<file path="src/rtl/assert_macros.svh">
// ----------------------------------------------------------------------------
// assertion macros
// shared concurrent assertion forms, sampled on clk, disabled in reset
// ----------------------------------------------------------------------------
`ifndef ASSERT_MACROS_SVH
`define ASSERT_MACROS_SVH

// same-cycle implication
`define ASSERT_IMPLY(lbl, a, b) \
  lbl: assert property (@(posedge clk) disable iff (!rst_n) (a) |-> (b)) \
    else $error("assertion failed");

// next-cycle implication
`define ASSERT_NEXT(lbl, a, b) \
  lbl: assert property (@(posedge clk) disable iff (!rst_n) (a) |=> (b)) \
    else $error("assertion failed");

`endif

</file>
<file path="src/rtl/gjt_pkg.sv">
// ----------------------------------------------------------------------------
// gjt_pkg
// shared widths, codes, command and status types for the text position block
// ----------------------------------------------------------------------------
package gjt_pkg;

  localparam int MAX_CHARS = 4096;
  localparam int CNT_W     = $clog2(MAX_CHARS + 1);
  localparam int ADDR_W    = (MAX_CHARS > 1) ? $clog2(MAX_CHARS) : 1;
  localparam int POS_DEPTH = MAX_CHARS + 1;
  localparam int PARTS_W   = $clog2(MAX_CHARS + 3);

  localparam int X_W       = 40;
  localparam int CODE_W    = 16;
  localparam int ADV_W     = 17;
  localparam int POS_W     = 30;
  localparam int ERR_W     = 2;
  localparam int CFG_IDX_W = 2;
  localparam int CFG_W     = 17;

  localparam int DIV_STEPS = X_W;
  localparam int DIV_CNT_W = $clog2(DIV_STEPS + 1);

  localparam logic [ADV_W-1:0]  ADV_MAX   = 17'd65536;
  localparam logic [X_W-1:0]    POS_LIMIT = 40'h3fffffff;

  localparam logic [CODE_W-1:0] CODE_TAB   = 16'd9;
  localparam logic [CODE_W-1:0] CODE_SPACE = 16'd32;
  localparam logic [CODE_W-1:0] WIDE_MIN   = 16'd256;
  localparam logic [7:0]        WIDE_LO    = 8'h21;
  localparam logic [7:0]        WIDE_HI    = 8'h7e;

  localparam logic KIND_LOAD  = 1'b0;
  localparam logic KIND_FETCH = 1'b1;

  localparam logic [ERR_W-1:0] ERR_OK       = 2'd0;
  localparam logic [ERR_W-1:0] ERR_BAD_WIDE = 2'd1;
  localparam logic [ERR_W-1:0] ERR_TOO_MANY = 2'd2;
  localparam logic [ERR_W-1:0] ERR_POS_OVF  = 2'd3;

  localparam logic [CFG_IDX_W-1:0] REG_CELL_WIDTH     = 2'd0;
  localparam logic [CFG_IDX_W-1:0] REG_JUSTIFY_ON     = 2'd1;
  localparam logic [CFG_IDX_W-1:0] REG_PARAGRAPH_ENDS = 2'd2;

  typedef logic [4:0] op_t;

  localparam op_t OP_NONE      = 5'd0;
  localparam op_t OP_LOAD      = 5'd1;
  localparam op_t OP_RD_I      = 5'd2;
  localparam op_t OP_WIDE      = 5'd3;
  localparam op_t OP_TAB       = 5'd4;
  localparam op_t OP_TAB_DONE  = 5'd5;
  localparam op_t OP_SCAN_INIT = 5'd6;
  localparam op_t OP_RD_J      = 5'd7;
  localparam op_t OP_SCAN_ADD  = 5'd8;
  localparam op_t OP_EX_START  = 5'd9;
  localparam op_t OP_EX_DONE   = 5'd10;
  localparam op_t OP_PAD_DONE  = 5'd11;
  localparam op_t OP_RUN_EV    = 5'd12;
  localparam op_t OP_END       = 5'd13;
  localparam op_t OP_FETCH     = 5'd14;
  localparam op_t OP_FETCH_OUT = 5'd15;
  localparam op_t OP_ERR_OUT   = 5'd16;

  typedef struct packed {
    op_t op;
  } cmd_t;

  typedef struct packed {
    logic i_eq_n;
    logic j_eq_n;
    logic i_eq_j;
    logic is_wide;
    logic is_tab;
    logic is_space;
    logic div_busy;
    logic load_ok;
    logic err_set;
    logic fetch_last;
    logic out_free;
    logic out_valid;
  } status_t;

  function automatic logic wide_ok(input logic [CODE_W-1:0] c);
    logic [7:0] hi;
    logic [7:0] lo;
    hi = c[15:8];
    lo = c[7:0];
    return (hi >= WIDE_LO) && (hi <= WIDE_HI) && (lo >= WIDE_LO) && (lo <= WIDE_HI);
  endfunction

endpackage

</file>
<file path="src/rtl/gjt_ctrl.sv">
// ----------------------------------------------------------------------------
// gjt_ctrl
// sequencer for loading, line layout and position fetch
// ----------------------------------------------------------------------------
`include "assert_macros.svh"

module gjt_ctrl (
  input  logic             clk,
  input  logic             rst_n,
  input  logic             in_valid,
  input  logic             in_kind,
  input  logic             in_final,
  output logic             in_ready,
  output gjt_pkg::cmd_t    cmd,
  input  gjt_pkg::status_t sts
);
  import gjt_pkg::*;

  localparam logic [3:0] S_LOAD = 4'd0;
  localparam logic [3:0] S_LF   = 4'd1;
  localparam logic [3:0] S_LC   = 4'd2;
  localparam logic [3:0] S_TABW = 4'd3;
  localparam logic [3:0] S_SR   = 4'd4;
  localparam logic [3:0] S_SE   = 4'd5;
  localparam logic [3:0] S_EXW  = 4'd6;
  localparam logic [3:0] S_PADW = 4'd7;
  localparam logic [3:0] S_RR   = 4'd8;
  localparam logic [3:0] S_RE   = 4'd9;
  localparam logic [3:0] S_END  = 4'd10;
  localparam logic [3:0] S_EMIT = 4'd11;
  localparam logic [3:0] S_FW   = 4'd12;

  logic [3:0] state_r;
  logic [3:0] state_nxt;
  logic       in_accept;

  assign in_ready  = (state_r == S_LOAD) || ((state_r == S_EMIT) && sts.out_free);
  assign in_accept = in_valid && in_ready;

  always_comb begin
    state_nxt = state_r;
    cmd.op    = OP_NONE;
    unique case (state_r)
      S_LOAD: begin
        if (in_accept && (in_kind == KIND_LOAD)) begin
          cmd.op = OP_LOAD;
          if (in_final) begin
            state_nxt = sts.load_ok ? S_LF : S_EMIT;
          end
        end
      end
      S_LF: begin
        if (sts.i_eq_n) begin
          state_nxt = S_END;
        end else begin
          cmd.op    = OP_RD_I;
          state_nxt = S_LC;
        end
      end
      S_LC: begin
        if (sts.is_wide) begin
          cmd.op    = OP_WIDE;
          state_nxt = S_LF;
        end else if (sts.is_tab) begin
          cmd.op    = OP_TAB;
          state_nxt = S_TABW;
        end else begin
          cmd.op    = OP_SCAN_INIT;
          state_nxt = S_SR;
        end
      end
      S_TABW: begin
        if (!sts.div_busy) begin
          cmd.op    = OP_TAB_DONE;
          state_nxt = S_LF;
        end
      end
      S_SR: begin
        if (sts.j_eq_n) begin
          cmd.op    = OP_EX_START;
          state_nxt = S_EXW;
        end else begin
          cmd.op    = OP_RD_J;
          state_nxt = S_SE;
        end
      end
      S_SE: begin
        if (!sts.is_wide && !sts.is_tab) begin
          cmd.op    = OP_SCAN_ADD;
          state_nxt = S_SR;
        end else begin
          cmd.op    = OP_EX_START;
          state_nxt = S_EXW;
        end
      end
      S_EXW: begin
        if (!sts.div_busy) begin
          cmd.op    = OP_EX_DONE;
          state_nxt = S_PADW;
        end
      end
      S_PADW: begin
        if (!sts.div_busy) begin
          cmd.op    = OP_PAD_DONE;
          state_nxt = S_RR;
        end
      end
      S_RR: begin
        if (sts.i_eq_j) begin
          state_nxt = S_LF;
        end else begin
          cmd.op    = OP_RD_I;
          state_nxt = S_RE;
        end
      end
      S_RE: begin
        cmd.op    = OP_RUN_EV;
        state_nxt = sts.is_space ? S_PADW : S_RR;
      end
      S_END: begin
        cmd.op    = OP_END;
        state_nxt = S_EMIT;
      end
      S_EMIT: begin
        if (in_accept && (in_kind == KIND_FETCH)) begin
          if (sts.err_set) begin
            cmd.op    = OP_ERR_OUT;
            state_nxt = S_LOAD;
          end else begin
            cmd.op    = OP_FETCH;
            state_nxt = S_FW;
          end
        end
      end
      S_FW: begin
        cmd.op    = OP_FETCH_OUT;
        state_nxt = sts.fetch_last ? S_LOAD : S_EMIT;
      end
      default: begin
        state_nxt = S_LOAD;
      end
    endcase
  end

  always_ff @(posedge clk) begin
    if (!rst_n) begin
      state_r <= S_LOAD;
    end else begin
      state_r <= state_nxt;
    end
  end

  `ASSERT_NEXT(a_fetch_fills_out, state_r == S_FW, sts.out_valid)
  `ASSERT_IMPLY(a_div_free_on_start, (cmd.op == OP_TAB) || (cmd.op == OP_EX_START), !sts.div_busy)
  `ASSERT_NEXT(a_bad_line_skips_layout, (state_r == S_LOAD) && in_accept && !in_kind && in_final && !sts.load_ok, state_r == S_EMIT)

endmodule

</file>
<file path="config.mk">
export PLATFORM = sky130hd
export DESIGN_NAME = gjt_ctrl
export DESIGN_NICKNAME = d
export VERILOG_FILES = /design/src/rtl/gjt_pkg.sv /design/src/rtl/gjt_ctrl.sv
export VERILOG_INCLUDE_DIRS = /design/src /design/src/rtl
export SDC_FILE = /design/constraint.sdc
export NUM_CORES = 1
export LEC_CHECK = 0
export ABC_AREA = 1
export BUFFER_PORTS_ARGS = -buffer_cell sky130_fd_sc_hd__buf_2
export CELL_PAD_IN_SITES_DETAIL_PLACEMENT = 0
export CELL_PAD_IN_SITES_GLOBAL_PLACEMENT = 1
export CORE_ASPECT_RATIO = 0.75
export CORE_UTILIZATION = 29
export CTS_CLUSTER_SIZE = 20
export DETAILED_ROUTE_END_ITERATION = 16
export PLACE_DENSITY = 0.86
export SYNTH_ARGS = -nofsm -noshare
export SYNTH_HDL_FRONTEND = slang
export SYNTH_SLANG_ARGS = --single-unit
</file>
<file path="constraint.sdc">
create_clock -name clk -period 1.4 [get_ports clk]
set_input_delay 0.07 -clock clk [delete_from_list [all_inputs] [get_ports clk]]
set_output_delay 0.07 -clock clk [all_outputs]
set_load 0.02 [all_outputs]
</file>
==> flow_metrics.tcl, run 1 <==
set metrics [dict create \
    nNetsFinal 178 \
    largest_reg_flops 4 \
    routed_wl_mm 2.081 \
    die_w_um 54.71 \
    crit_chain "nor2_4 -> nand2_2 -> nand2_2 -> nand3_2 -> o21bai_1 -> inv_1 -> nand4_1 -> buf_6" \
    final_common_cell "nand2_1" \
    power.total_w 0.001869 \
    crit_type "flop to primary output" \
    syn_area_per_cell_um2 5.121 \
    layout_common_cells "nand2_1 (24), buf_4 (19), inv_1 (18)" \
    grt_use_total_pct 20.07 \
    die_h_um 41.54 \
    fmax_ghz 0.6444 \
    via_per_inst 4.812 \
    worstHoldStart "rst_n" \
    switching_share_pct 51.18 \
    cts_htree_levels 1 \
    worstHoldPathCells 3 \
    clk_pin_slew_ns 0.04 \
    syn-num-nets 135 \
    cts_tree "built" \
    p_leak_nw 0.5493 \
    synth_area_leaders "nand2_1 (19%), inv_1 (14%), nor2_1 (14%)" \
    status "finished with violations" \
    io_buffers 21 \
    hpwlAfterDp_mm 1.609 \
    ant_nets 0 \
    cp_slowest_cell "dfxtp_4" \
    multiInputGateArea_um2 518.0 \
    worst_pin_slew_ns 0.3049 \
    rsz0062_at_grt "true" \
    syn-instance-count 118 \
    relSlewSlack_pct 79.52 \
    worst-path-max-fanout 4 \
    r2r_cells 11 \
    grt_pass1_vias 820 \
    syn_area_um2 604.3 \
    gp_congestion 0.8905 \
    ios 23 \
    regArea_um2 95.09 \
    drc 0 \
    cts_sinks 4 \
    slowest_delay_ns 0.36 \
    top_register "state_r" \
    hold_path_class "input port to flop" \
    yosys_warnings 0 \
    hold_viol_final 0 \
    skew_ns 0.006269 \
    tns_ns -0.8638 \
    fin_crit_ns 1.552 \
    peakVddDrop_v 0.0008151 \
    layout-drive-gt1-share_pct 49.69 \
    r2r_slack_ns -0.08 \
    dp_worst_setup_slack_ns -0.05196 \
    clkPwrFrac_pct 7.3 \
    worst_r2r_endpoint "state_r[2]" \
    fin_util_pct 55.07 \
    cts_made_buffers 3 \
    cts_max_path_buffers 2 \
    cp.required_ns 1.33 \
    cp.arrival_ns 1.48 \
    ys_types 22 \
    dieArea_mm2 0.002272 \
    antenna_cells 0 \
    antenna_found_initial 0 \
    num_rows 13 \
    pwr_density_cell_mw_per_mm2 1847 \
    clkLatencyLatePin_ns 0.23 \
    internal_power_w 0.0009125 \
    p_comb_share_pct 78.0 \
    grt_overflow 0 \
    synth_top_area_cell "nand2_1" \
    nFillCells 205 \
    fin_hold_ws_ns 0.09135 \
    p_switching_w 0.0009568 \
    cp_common_cell "nand2_2" \
    post_drt_wl_per_cell_um 11.50 \
    setup_violations 9 \
    seq_power_share_pct 14.6 \
    holdPathEnd "state_r[3]" \
    first_iter_violations 18 \
    reg2reg_from "state_r[3]" \
    startpoint_type "flop" \
    grt_first_pass_wirelength_mm 3.360 \
    initial_utilization_pct 32.88 \
    synth_top_area_share_pct 19.25 \
    final.setup.worst_slack_ns -0.1519 \
    reg_top3 "state_r (4)" \
    root_buffer "clkbuf_4" \
    ys_seq_area_share_pct 13.25 \
    cp-end-kind "primary output" \
    grt_start_max_net_pins 8 \
    violations "setup timing" \
    maxCapViolCount 0 \
    synth-seq-cells 4 \
    via_count 871 \
    core_area_mm2 0.001838 \
    dr.pass1.iters 4 \
    period_share_pct 110.9 \
    maxSlewViolCount 0 \
    areaGrowthSynthToFinish_pct 67.49 \
]
==> power groups by stage <==
stage          clock (W)  sequential (W)  combinational, W
5_1_grt         0.000152        0.000282           0.00160
3_5_place_dp           0        0.000201           0.00118
2_1_floorplan          0        0.000191          0.000793
4_1_cts         0.000143        0.000261           0.00137
3_3_place_gp           0        0.000201           0.00118
6_report        0.000137        0.000274           0.00146
==> synthesized netlist by cell type <==
library cell	n
nor2_2	3
o2111ai_1	1
nand3_4	1
a211oi_1	1
a21oi_1	2
nand2_2	2
nor2_1	22
o21bai_1	1
o21ai_1	1
inv_2	1
nand3_1	4
nand3_2	2
nor3_1	7
nand4_1	2
inv_1	23
o211ai_1	1
dfxtp_1	4
or2_1	2
a31o_2	1
nand2_1	31
o22ai_1	1
o21ai_0	5
==> layout make-up <==
| cell class | count | area share (%) |
|---|---|---|
| Multi-Input combinational cell | 90 | 51.17 |
| Timing Repair Buffer | 38 | 25.34 |
| Sequential cell | 4 | 9.394 |
| Inverter | 24 | 9.147 |
| Tap cell | 22 | 2.719 |
| Clock buffer | 3 | 2.225 |
==> cell families after synthesis <==
kind of cell    after synthesis  share of synthesized area [%]
compound gates               14                          14.29
buf+inv                      24                          14.91
simple gates                 76                          57.56
flops                         4                          13.25
==> critical path: cells and delay by family, from the launching register on <==
| kind | cells | cell delay, ns |
|---|---|---|
| flops | 1 | 0.36 |
| simple gates | 5 | 0.52 |
| compound gates | 1 | 0.16 |
| buf+inv | 2 | 0.22 |
==> repair_timing <==
action	in CTS	in global routing
hold buffers	0	0
pin swaps	7	3
resized for setup	37	8
setup endpoints to repair	6	9
setup buffers	3	1
==> layer usage <==
layer  global-route usage (%)  up-vias  wire, µm
met3                    6.227        0       128
met4                   0.5128        0         0
met1                    28.07      392      1018
li1                         -      455         -
met5                        0        -         0
met2                    31.33       24       934
==> through the flow <==
step | instance area, µm² | cells
finish | 1012 | 181
global route | 1012 | 181
CTS | 983.4 | 180
detailed placement | 847.1 | 175
global placement | 847.1 | 175
floorplan | 609.3 | 118
==> worst max path at each step <==
stage	depth (start not counted)	end	slack [ns]	start
floorplan	9	state_r[2]	0.05	state_r[3]
global placement	8	cmd[3]	-0.03	state_r[0]
detailed placement	8	cmd[3]	-0.05	state_r[0]
CTS	9	cmd[3]	-0.17	state_r[3]
global route	9	cmd[3]	-0.28	state_r[3]
finish	8	cmd[3]	-0.15	state_r[3]
No activity file was read; power rests on OpenSTA's default activity.
==> inputs of run 2 (changes only) <==
--- a/config.mk
+++ b/config.mk
@@ -6,15 +6,15 @@
 export SDC_FILE = /design/constraint.sdc
 export NUM_CORES = 1
 export LEC_CHECK = 0
-export ABC_AREA = 1
 export BUFFER_PORTS_ARGS = -buffer_cell sky130_fd_sc_hd__buf_2
 export CELL_PAD_IN_SITES_DETAIL_PLACEMENT = 0
 export CELL_PAD_IN_SITES_GLOBAL_PLACEMENT = 1
 export CORE_ASPECT_RATIO = 0.75
-export CORE_UTILIZATION = 29
+export CORE_UTILIZATION = 35
 export CTS_CLUSTER_SIZE = 20
 export DETAILED_ROUTE_END_ITERATION = 16
-export PLACE_DENSITY = 0.86
+export PLACE_DENSITY = 0.87
+export SKIP_CTS_REPAIR_TIMING = 1
 export SYNTH_ARGS = -nofsm -noshare
 export SYNTH_HDL_FRONTEND = slang
 export SYNTH_SLANG_ARGS = --single-unit
==> run 2 against run 1 <==
- design area rose by 37%
- highest routed layer is now met4
- largest cell class unchanged
- non-clock buffer count rose by 21
- clock skew grew 0.0032 ns
- global-route usage is 0.35 points lower
- cell count is 1.1% lower
- the flow still finishes with violations (setup timing)
- sequential power rose by 9.9%
- clock power rose by 10%
- routed wire length up 32%
- count of clock-buffer cells in the layout unchanged
==> flow_metrics.tcl, run 2 <==
set metrics [dict create \
    r2r_slack_ns -0.15 \
    top_register "state_r" \
    dr.pass1.iters 4 \
    yosys_warnings 0 \
    num_rows 14 \
    worst_pin_slew_ns 0.3829 \
    multiInputGateArea_um2 723.2 \
    async_flop_share_pct 0 \
    nNetsFinal 174 \
    power.total_w 0.003218 \
    hpwlAfterDp_mm 1.814 \
    cts_sinks 4 \
    cts_made_buffers 3 \
    areaGrowthSynthToFinish_pct 81.08 \
    startpoint_type "flop" \
    dieArea_mm2 0.002385 \
    grt_start_max_net_pins 14 \
    slowest_delay_ns 0.39 \
    core_area_mm2 0.002032 \
    nFillCells 147 \
    path_buf_inv 2 \
    final.setup.worst_slack_ns -0.1971 \
    cp_common_cell "buf_6" \
    dp_worst_setup_slack_ns -0.08121 \
    synth_edf_count 0 \
    peakVddDrop_v 0.001592 \
    crit_family "simple AND/OR/NAND/NOR gates" \
    routed_wl_mm 2.737 \
    ant_nets 0 \
    die_w_um 56.06 \
    period_share_pct 114.1 \
    p_leak_nw 0.6373 \
    status "finished with violations" \
    cts_tree "built" \
    gp_congestion 0.8011 \
    via_count 1020 \
    cts_htree_levels 1 \
    synth_top_area_cell "dfxtp_1" \
    grt_first_pass_wirelength_mm 3.726 \
    synth-seq-cells 4 \
    cp.required_ns 1.33 \
    hold_viol_final 0 \
    antenna_found_initial 0 \
    maxSlewViolCount 0 \
    cp.arrival_ns 1.53 \
    fmax_ghz 0.6261 \
    cp-end-kind "primary output" \
    cp_slowest_cell "dfxtp_4" \
    reg_top3 "state_r (4)" \
    setup_violations 10 \
    relSlewSlack_pct 74.40 \
    syn_area_per_cell_um2 7.594 \
    syn-instance-count 101 \
    syn-num-nets 118 \
    regArea_um2 95.09 \
    crit_type "flop to primary output" \
    syn_area_um2 767.0 \
    root_buffer "clkbuf_4" \
    synthTopCellsByCount "a21oi_1 (7), nand2_1 (7), nor2_1 (7), a31oi_1 (5), nand2b_1 (5)" \
    worst-path-max-fanout 7 \
    layout_common_cells "buf_4 (28), buf_2 (15), buf_6 (12)" \
    clkLatencyLatePin_ns 0.24 \
    fin_util_pct 68.35 \
    grt_overflow 0 \
    maxCapViolCount 0 \
    fin_crit_ns 1.597 \
    post_drt_wl_per_cell_um 15.29 \
    crit_chain "buf_6 -> and2b_4 -> a22oi_1 -> or2_1 -> nand3_1 -> buf_6" \
    ios 23 \
    layout-drive-gt1-share_pct 61.94 \
    ys_types 48 \
    hold_path_class "input port to flop" \
    synth_area_leaders "dfxtp_1 (10%), a21oi_1 (4.6%), buf_6 (4.4%)" \
    antenna_cells 0 \
    initial_utilization_pct 37.75 \
    clk_pin_slew_ns 0.05 \
    ys.flop_type "dfxtp_1" \
    synth_top_area_share_pct 10.44 \
    first_iter_violations 40 \
    final_common_cell "buf_4" \
    via_per_inst 5.698 \
    pwr_density_cell_mw_per_mm2 2317 \
    grt_use_total_pct 19.73 \
    rsz0062_at_grt "true" \
    grt_pass1_vias 797 \
    skew_ns 0.009430 \
    violations "setup timing" \
    die_h_um 42.54 \
    io_buffers 21 \
    largest_reg_flops 4 \
    cts_max_path_buffers 2 \
    drc 0 \
    ys_seq_area_share_pct 10.44 \
]
run 2: changes by cell type after synthesis, sizes merged, moves of 8 or more:
cell / previous run / this run
buf: 0 / 8
nand2: 33 / 7
inv: 24 / 6
nor2: 25 / 7
run 2: final timing paths:
kind	cells past startpoint	from	to
max reg2reg	6	state_r[1]	state_r[1]
min	3	rst_n	state_r[1]
max	6	state_r[1]	cmd[2]
min reg2reg	3	state_r[2]	state_r[2]
run 2: layout make-up:
cell class,count,share of cell area [%]
Multi-Input combinational cell,83,52.07
Timing Repair Buffer,59,35.68
Sequential cell,4,6.847
Tap cell,24,2.162
Clock buffer,3,1.622
Inverter,6,1.622
run 2: routing by layer:
metal | share of wire (%) | track usage, %
met4 | 0.55 | 4.390
met5 | 0 | 0
met1 | 47 | 29.26
met2 | 48 | 29.29
met3 | 5.1 | 3.704
run 2: report_power, final:
part / switching [W] / leakage [nW] / internal (W) / total, W
clock: 0.0000546 / 0.0138 / 0.0000964 / 0.000151
sequential: 0.000107 / 0.0357 / 0.000194 / 0.000301
combinational: 0.00122 / 0.588 / 0.00154 / 0.00277
total: 0.00139 / 0.637 / 0.00183 / 0.00322
run 2: worst register-to-register path, cell delays in order, from the launching register on:
cell	delay [ns]
dfxtp_4	0.37
buf_6	0.15
and3b_1	0.19
buf_4	0.14
o31ai_2	0.25
and3_4	0.22
a31oi_1	0.10
run 2: cells by family (layout without fill, tap and decap cells):
group / Yosys count / in the layout / share of synthesized area (%)
mux: 3 / 3 / 4.078
buf+inv: 14 / 68 / 11.91
simple gates: 44 / 44 / 38.01
xor+xnor: 1 / 1 / 1.142
compound gates: 35 / 35 / 34.42
flops: 4 / 4 / 10.44
run 2: per-stage QoR:
stage               cells  instance area [µm²]   TNS (ns)  hold WS [ns]
floorplan             101                777.0  -0.003861        0.1862
global placement      163                 1028    -0.1184        0.3360
detailed placement    163                 1028    -0.2813        0.3397
CTS                   166                 1051     -1.740       0.09455
global route          179                 1389     -1.588        0.1123
finish                179                 1389     -1.171        0.1062
==> inputs of run 3 (changes only) <==
--- a/config.mk
+++ b/config.mk
@@ -10,10 +10,10 @@
 export CELL_PAD_IN_SITES_DETAIL_PLACEMENT = 0
 export CELL_PAD_IN_SITES_GLOBAL_PLACEMENT = 1
 export CORE_ASPECT_RATIO = 0.75
-export CORE_UTILIZATION = 35
+export CORE_UTILIZATION = 36
 export CTS_CLUSTER_SIZE = 20
 export DETAILED_ROUTE_END_ITERATION = 16
-export PLACE_DENSITY = 0.87
+export PLACE_DENSITY_LB_ADDON = 0.12
 export SKIP_CTS_REPAIR_TIMING = 1
 export SYNTH_ARGS = -nofsm -noshare
 export SYNTH_HDL_FRONTEND = slang
==> run 3 against run 2 <==
- the run still ends with setup timing left
- sequential cell count unchanged
- clock skew decreased by 0.0087 ns
- design area decreased by 16%
- cell count decreased by 7.8%
- power decreased by 18%
- critical path type unchanged
- critical endpoint is now cmd[1]
- largest cell class unchanged
- largest power group unchanged
==> flow_metrics.tcl, run 3 (same netlist as run 2, synthesis figures left out) <==
set metrics [dict create \
    final.setup.worst_slack_ns -0.1787 \
    path_buf_inv 2 \
    cp_slowest_cell "dfxtp_4" \
    fin_crit_ns 1.579 \
    final_cells 165 \
    die_h_um 41.98 \
    io_buffers 21 \
    dr.pass1.iters 4 \
    hold_viol_final 0 \
    worst_pin_slew_ns 0.2715 \
    cp.required_ns 1.33 \
    pwr_density_cell_mw_per_mm2 2250 \
    maxSlewViolCount 0 \
    initial_utilization_pct 38.07 \
    grt_use_total_pct 20.54 \
    hpwlAfterDp_mm 1.813 \
    num_rows 14 \
    top_usage_layer "met1" \
    placed_cell_area_mm2 0.001006 \
    clk_pin_slew_ns 0.04 \
    layout-drive-gt1-share_pct 53.19 \
    slowest_delay_ns 0.36 \
    routed_wl_mm 2.400 \
    nNetsFinal 160 \
    grt_start_max_net_pins 14 \
    gp_congestion 0.8731 \
    core_area_mm2 0.002014 \
    worst-path-max-fanout 5 \
    areaGrowthSynthToFinish_pct 52.85 \
    final_common_cell "buf_4" \
    dp_worst_setup_slack_ns -0.06420 \
    grt_pass1_vias 823 \
    maxCapViolCount 0 \
    cts_sinks 4 \
    skew_ns 0.0007246 \
    hold_path_class "input port to flop" \
    tns_ns -0.9920 \
    post_drt_wl_per_cell_um 14.55 \
    dp_cells 160 \
    p_leak_nw 0.5319 \
    ant_nets 0 \
    peakVddDrop_v 0.001191 \
    die_w_um 55.30 \
    cts_made_buffers 3 \
    top_register "state_r" \
    largest_reg_flops 4 \
    cts_tree "built" \
    setup_violations 10 \
    ios 23 \
    crit_family "compound AO/OA/AOI/OAI gates" \
    grt_first_pass_wirelength_mm 3.815 \
    antenna_cells 0 \
    status "finished with violations" \
    grt_use_met3_pct 2.778 \
    rsz0062_at_grt "true" \
    relSlewSlack_pct 81.75 \
    fin_hold_ws_ns 0.07410 \
    fmax_ghz 0.6334 \
    final_area_mm2 0.001172 \
    cp.arrival_ns 1.51 \
    reg_top3 "state_r (4)" \
    cp-end-kind "primary output" \
    crit_chain "buf_6 -> nor3_4 -> a21oi_2 -> a211o_1 -> o311ai_2 -> buf_4" \
    grt_overflow 0 \
    met2_usage_pct 28.92 \
    via_per_inst 5.679 \
    dieArea_mm2 0.002321 \
    violations "setup timing" \
    grtUsageMet1_pct 31.82 \
    via_count 937 \
    period_share_pct 112.8 \
    drc 0 \
    startpoint_type "flop" \
    cts_htree_levels 1 \
    root_buffer "clkbuf_4" \
    layout_common_cells "buf_4 (23), buf_2 (16)" \
    cts_max_path_buffers 2 \
    first_iter_violations 14 \
    crit_type "flop to primary output" \
    clkLatencyLatePin_ns 0.24 \
    antenna_found_initial 0 \
]
[run 3: cell count changes in the layout (fill, tap and decap cells not counted), sizes merged]
cell	change
buf	-13
clkbuf	-1
[run 3: worst reg2reg max path, stage by stage (launching register included)]
cell,delay (ns)
dfxtp_4,0.36
buf_4,0.18
nor4_4,0.30
buf_4,0.17
a22oi_4,0.05
and2_4,0.18
a311oi_2,0.18
[run 3: report_power, final]
group	internal [W]	switching, W
logic	0.00114	0.00105
registers	0.000194	0.000113
clock network	0.0000961	0.0000510
[run 3: path summary, 6_finish.rpt]
check                   from  slack (ns)  cells after the start          to
setup / recovery  state_r[0]       -0.18                      6      cmd[1]
setup reg to reg  state_r[0]       -0.11                      6  state_r[0]
hold / removal         rst_n        0.07                      3  state_r[1]
hold reg to reg   state_r[2]        0.65                      2  state_r[2]
[run 3: per-layer routing]
layer / part of all wire (%) / vias to the layer above
met5: 0 / -
met4: 0.96 / 0
met3: 4.4 / 4
met2: 45 / 28
met1: 50 / 439
li1: - / 466
[run 3: through the flow]
| stage | total power, W | utilization, % |
|---|---|---|
| 2_1_floorplan | 0.001556 | - |
| 6_report | 0.002637 | 58.20 |
| 4_1_cts | 0.002284 | 51.06 |
| 3_5_place_dp | 0.002123 | 49.94 |
| 3_3_place_gp | 0.002125 | 49.94 |
| 5_1_grt | 0.002822 | 58.20 |
[run 3: area by class of cell]
cell class / instances / area [µm²]
Sequential cell: 4 / 95.09
Clock buffer: 3 / 22.52
Multi-Input combinational cell: 83 / 679.4
Tap cell: 24 / 30.03
Fill cell: 178 / 842.1
Inverter: 6 / 25.02
Timing Repair Buffer: 45 / 320.3
